<file path="src/design/pfde_pkg.sv">
// ----------------------------------------------------------------------------
// pfde_pkg - shared types and constants for the page frame store draw engine
// Opcodes, coordinate width, page geometry and the pixel lookup result type.
// ----------------------------------------------------------------------------
package pfde_pkg;

  localparam int SCREEN_WIDTH_DEF  = 128;
  localparam int SCREEN_HEIGHT_DEF = 64;
  localparam int PAGE_ROWS         = 8;
  localparam int BYTE_W            = 8;
  // signed working width for columns/rows; holds -1024 .. 1023
  localparam int COORD_W           = 11;

  localparam logic [BYTE_W-1:0] CLEAR_BYTE = 8'h00;
  localparam logic [BYTE_W-1:0] FILL_BYTE  = 8'hFF;

  typedef enum logic [2:0] {
    OP_CLEAR = 3'd0,
    OP_FILL  = 3'd1,
    OP_PIXEL = 3'd2,
    OP_HLINE = 3'd3,
    OP_VLINE = 3'd4,
    OP_RECT  = 3'd5,
    OP_READ  = 3'd6
  } op_t;

  // pixel lookup status: on screen flag and bit select within the byte
  typedef struct packed {
    logic              hit;
    logic [BYTE_W-1:0] mask;
  } pix_hit_t;

endpackage

</file>
<file path="src/design/pfde_addr_unit.sv">
// ----------------------------------------------------------------------------
// pfde_addr_unit - shared pixel address unit
// Clips a column/row pair to the screen and forms byte address and bit mask.
// ----------------------------------------------------------------------------
module pfde_addr_unit
  import pfde_pkg::*;
#(
  parameter int SCREEN_WIDTH  = SCREEN_WIDTH_DEF,
  parameter int SCREEN_HEIGHT = SCREEN_HEIGHT_DEF,
  parameter int AW            = 10
) (
  input  logic [COORD_W-1:0] col,
  input  logic [COORD_W-1:0] row,
  output logic [AW-1:0]      addr,
  output pix_hit_t           res
);

  logic [COORD_W-1:0] page;

  // sign bit set means negative; unsigned compare then handles the right and bottom edges
  assign res.hit = !col[COORD_W-1] && (col < COORD_W'(SCREEN_WIDTH)) &&
                   !row[COORD_W-1] && (row < COORD_W'(SCREEN_HEIGHT));

  assign page     = row >> 3;
  assign addr     = AW'(AW'(col) + AW'(AW'(page) * AW'(SCREEN_WIDTH)));
  assign res.mask = BYTE_W'(1) << row[2:0];

endmodule

</file>
<file path="config.mk">
export PLATFORM = sky130hd
export DESIGN_NAME = pfde_addr_unit
export DESIGN_NICKNAME = d
export VERILOG_FILES = /design/src/design/pfde_pkg.sv /design/src/design/pfde_addr_unit.sv
export SDC_FILE = /design/constraint.sdc
export NUM_CORES = 1
export LEC_CHECK = 0
export BUFFER_PORTS_ARGS = -buffer_cell sky130_fd_sc_hd__buf_2
export CAP_MARGIN = 20
export CELL_PAD_IN_SITES_DETAIL_PLACEMENT = 2
export CELL_PAD_IN_SITES_GLOBAL_PLACEMENT = 2
export CORE_MARGIN = 2
export CORE_UTILIZATION = 10
export DETAILED_ROUTE_END_ITERATION = 10
export PLACE_DENSITY_LB_ADDON = 0.1
export SLEW_MARGIN = 20
export SYNTH_ARGS = -nofsm -noshare
export SYNTH_HDL_FRONTEND = slang
export SYNTH_SLANG_ARGS = --single-unit
</file>
<file path="constraint.sdc">
create_clock -name vclk -period 1.5
set_input_delay 0.3 -clock vclk [all_inputs]
set_output_delay 0.3 -clock vclk [all_outputs]
set_load 0.1 [all_outputs]
</file>
==> metrics.md <==
| Metric | Value |
|---|---|
| Die ar. | 0.002444 mm^2 |
| Final WS setup | -236.3 ps |
| Area Overhead vs Synth | 200.6% |
| Worst-path cell chain | buf_8 -> or4_4 -> nor4_4 -> buf_12 |
| Post-layout util | 31.63% |
| Synthesis Warnings | 0 |
| Crit path max fanout | 2 |
| Final ANT Viol Nets | 0 |
| I/O Pins | 41 |
| CP max stage delay | 540 ps |
| Total track usage | 8.408% |
| Clock buffers | 0 |
| Achievable Freq | 0.5759 GHz |
| DR vias/cell | 3.493 |
| PwrDens | 566.1 mW/mm^2 |
| Via count | 262 |
| Hold Vio Cnt, Final | 0 |
| Post-synthesis sequential area ratio | 0% |
| RSZ-0062 raised after global routing | yes |
| Setup Fix Bufs, Post-CTS | 0 |
| Most frequent cells in the layout | 13 x buf_2, 12 x buf_12, 3 x nor3b_4 |
| Syn_nets | 51 |
| Syn avg cell area | 7.646 um^2 |
| Hold slack final | 601.2 ps |
| Status | complete, but fails checks |
| Final setup vio count | 3 |
| Top cells by area, synth | buf_4 25%, nor3b_1 11%, fa_1 9.7% |
| Failing checks | setup timing |
| GR Overflow Total | 0 |
| Starting DRT DRC Count | 2 |
| Pin count of the biggest net entering global routing | 9 |
| Initial antenna violation count | 0 |
| Worst Tran Pin Value | 397.5 ps |
| Critical-path top delay cell | or4_4 |
| Final WL | 1077 um |
| Max Slew Vio Count | 0 |
| Minimum clock period | 1736 ps |
| First-pass GRT wire length | 1621 um |
| Site Rows | 16 |
| Hold Path Class | input port to primary output |
| Share of cells above drive strength 1 | 83.33% |
| Worst slack, placed | -269.6 ps |
| Leakage | 0.2679 nW |
| Buf+Inv Stages, Crit Path | 2 |
| Slew Limit Headroom | 73.41% |
| FF+latch area | 0 um^2 |
| Largest delay contributor family on the critical path | simple AND/OR/NAND/NOR gates |
| Synth Instances | 27 |
| Initial Util | 10.52% |
| Largest area contributor in the netlist | buf_4 |
| Startpoint Class | input port |
| Die height | 49.44 um |
| I/O Buffers | 27 |
| Req. time, crit path | 1200 ps |
| Crit Path Class | input port to primary output |
| Number of antenna diodes | 0 |
| DRT Pass-1 Iters | 2 |
| DIE WIDTH | 49.44 um |
| Final worst-path cycle share | 115.8% |
| Drc violations | 0 |
| CORE AREA | 0.001962 mm^2 |
| Worst Path Arrival | 1440 ps |
| Cell variety after synth | 15 |
| Post-DR wirelength/cell | 14.36 um |
| DP Wirelength | 987.6 um |
| Endpoint class of the critical path | primary output |
| Vias in the first global route | 285 |
| Share of the synthesized area in the top cell type | 25.45% |
| Final nets | 74 |
| Commonest non-fill, non-tap cell in the layout | buf_2 |
| Power, Total | 0.0003513 W |
| Final Wtd Congestion | 0.6045 |
| Synthesized cell area | 206.4 um^2 |
| Peak supply drop | 0.2593 mV |
| Sequential cell count | 0 |
| Max-cap violation count | 0 |
-- worst paths after layout --
path	start	end	cells past startpoint	slack, ps
hold / removal	col[1]	addr[1]	0	600
setup / recovery	col[7]	res[8]	4	-240
-- cells in the mapped netlist (all sizes together) --
library cell  n
buf           7
inv           4
nor3b         3
and3b         2
and3          1
fa            1
ha            1
nand2         1
nor2          1
nor3          1
nor4          1
or3           1
or4           1
xnor2         1
xor2          1
-- per-layer routing --
| layer | share of wire, % | up-vias | routed length [um] | track usage, % |
|---|---|---|---|---|
| met1 | 25 | 119 | 268 | 5.904 |
| li1 | - | 125 | - | - |
| met5 | 0 | - | 0 | 0 |
| met3 | 12 | 0 | 129 | 3.374 |
| met2 | 63 | 18 | 679 | 20.05 |
| met4 | 0 | 0 | 0 | 0 |
-- area by class of cell --
class	count	area (um^2)
inverter	4	18.77
timing repair buffer	28	339.1
fill	229	1341
tap	27	33.78
multi-input combinational	16	229.0
-- report_power, final --
group	internal, W	switching [W]	total (W)	leakage (nW)
registers	0	0	0	0
clock network	0	0	0	0
logic	0.000134	0.000218	0.000351	0.268
-- kinds of logic (layout without fill, tap and decap cells) --
| logic type | after synthesis | after routing | synth area share, % |
|---|---|---|---|
| simple gates | 12 | 12 | 43.03 |
| buf+inv | 11 | 32 | 32.72 |
| fa+ha+maj | 2 | 2 | 15.76 |
| xor+xnor | 2 | 2 | 8.486 |
-- what timing repair did --
item / in CTS / in global routing
hold buffers: 0 / 0
setup endpoints to repair: 3 / 3
pin swaps: 2 / 2
resized for setup: 3 / 1
-- metrics by stage --
stage	cells	setup TNS [ps]	cell area (um^2)
2_1_floorplan	27	-1098	300.3
3_3_place_gp	75	-574.1	604.3
3_5_place_dp	75	-644.0	604.3
4_1_cts	75	-459.5	616.8
5_1_grt	75	-594.2	620.6
6_report	75	-488.6	620.6
Power figures use the tool's default switching activity.
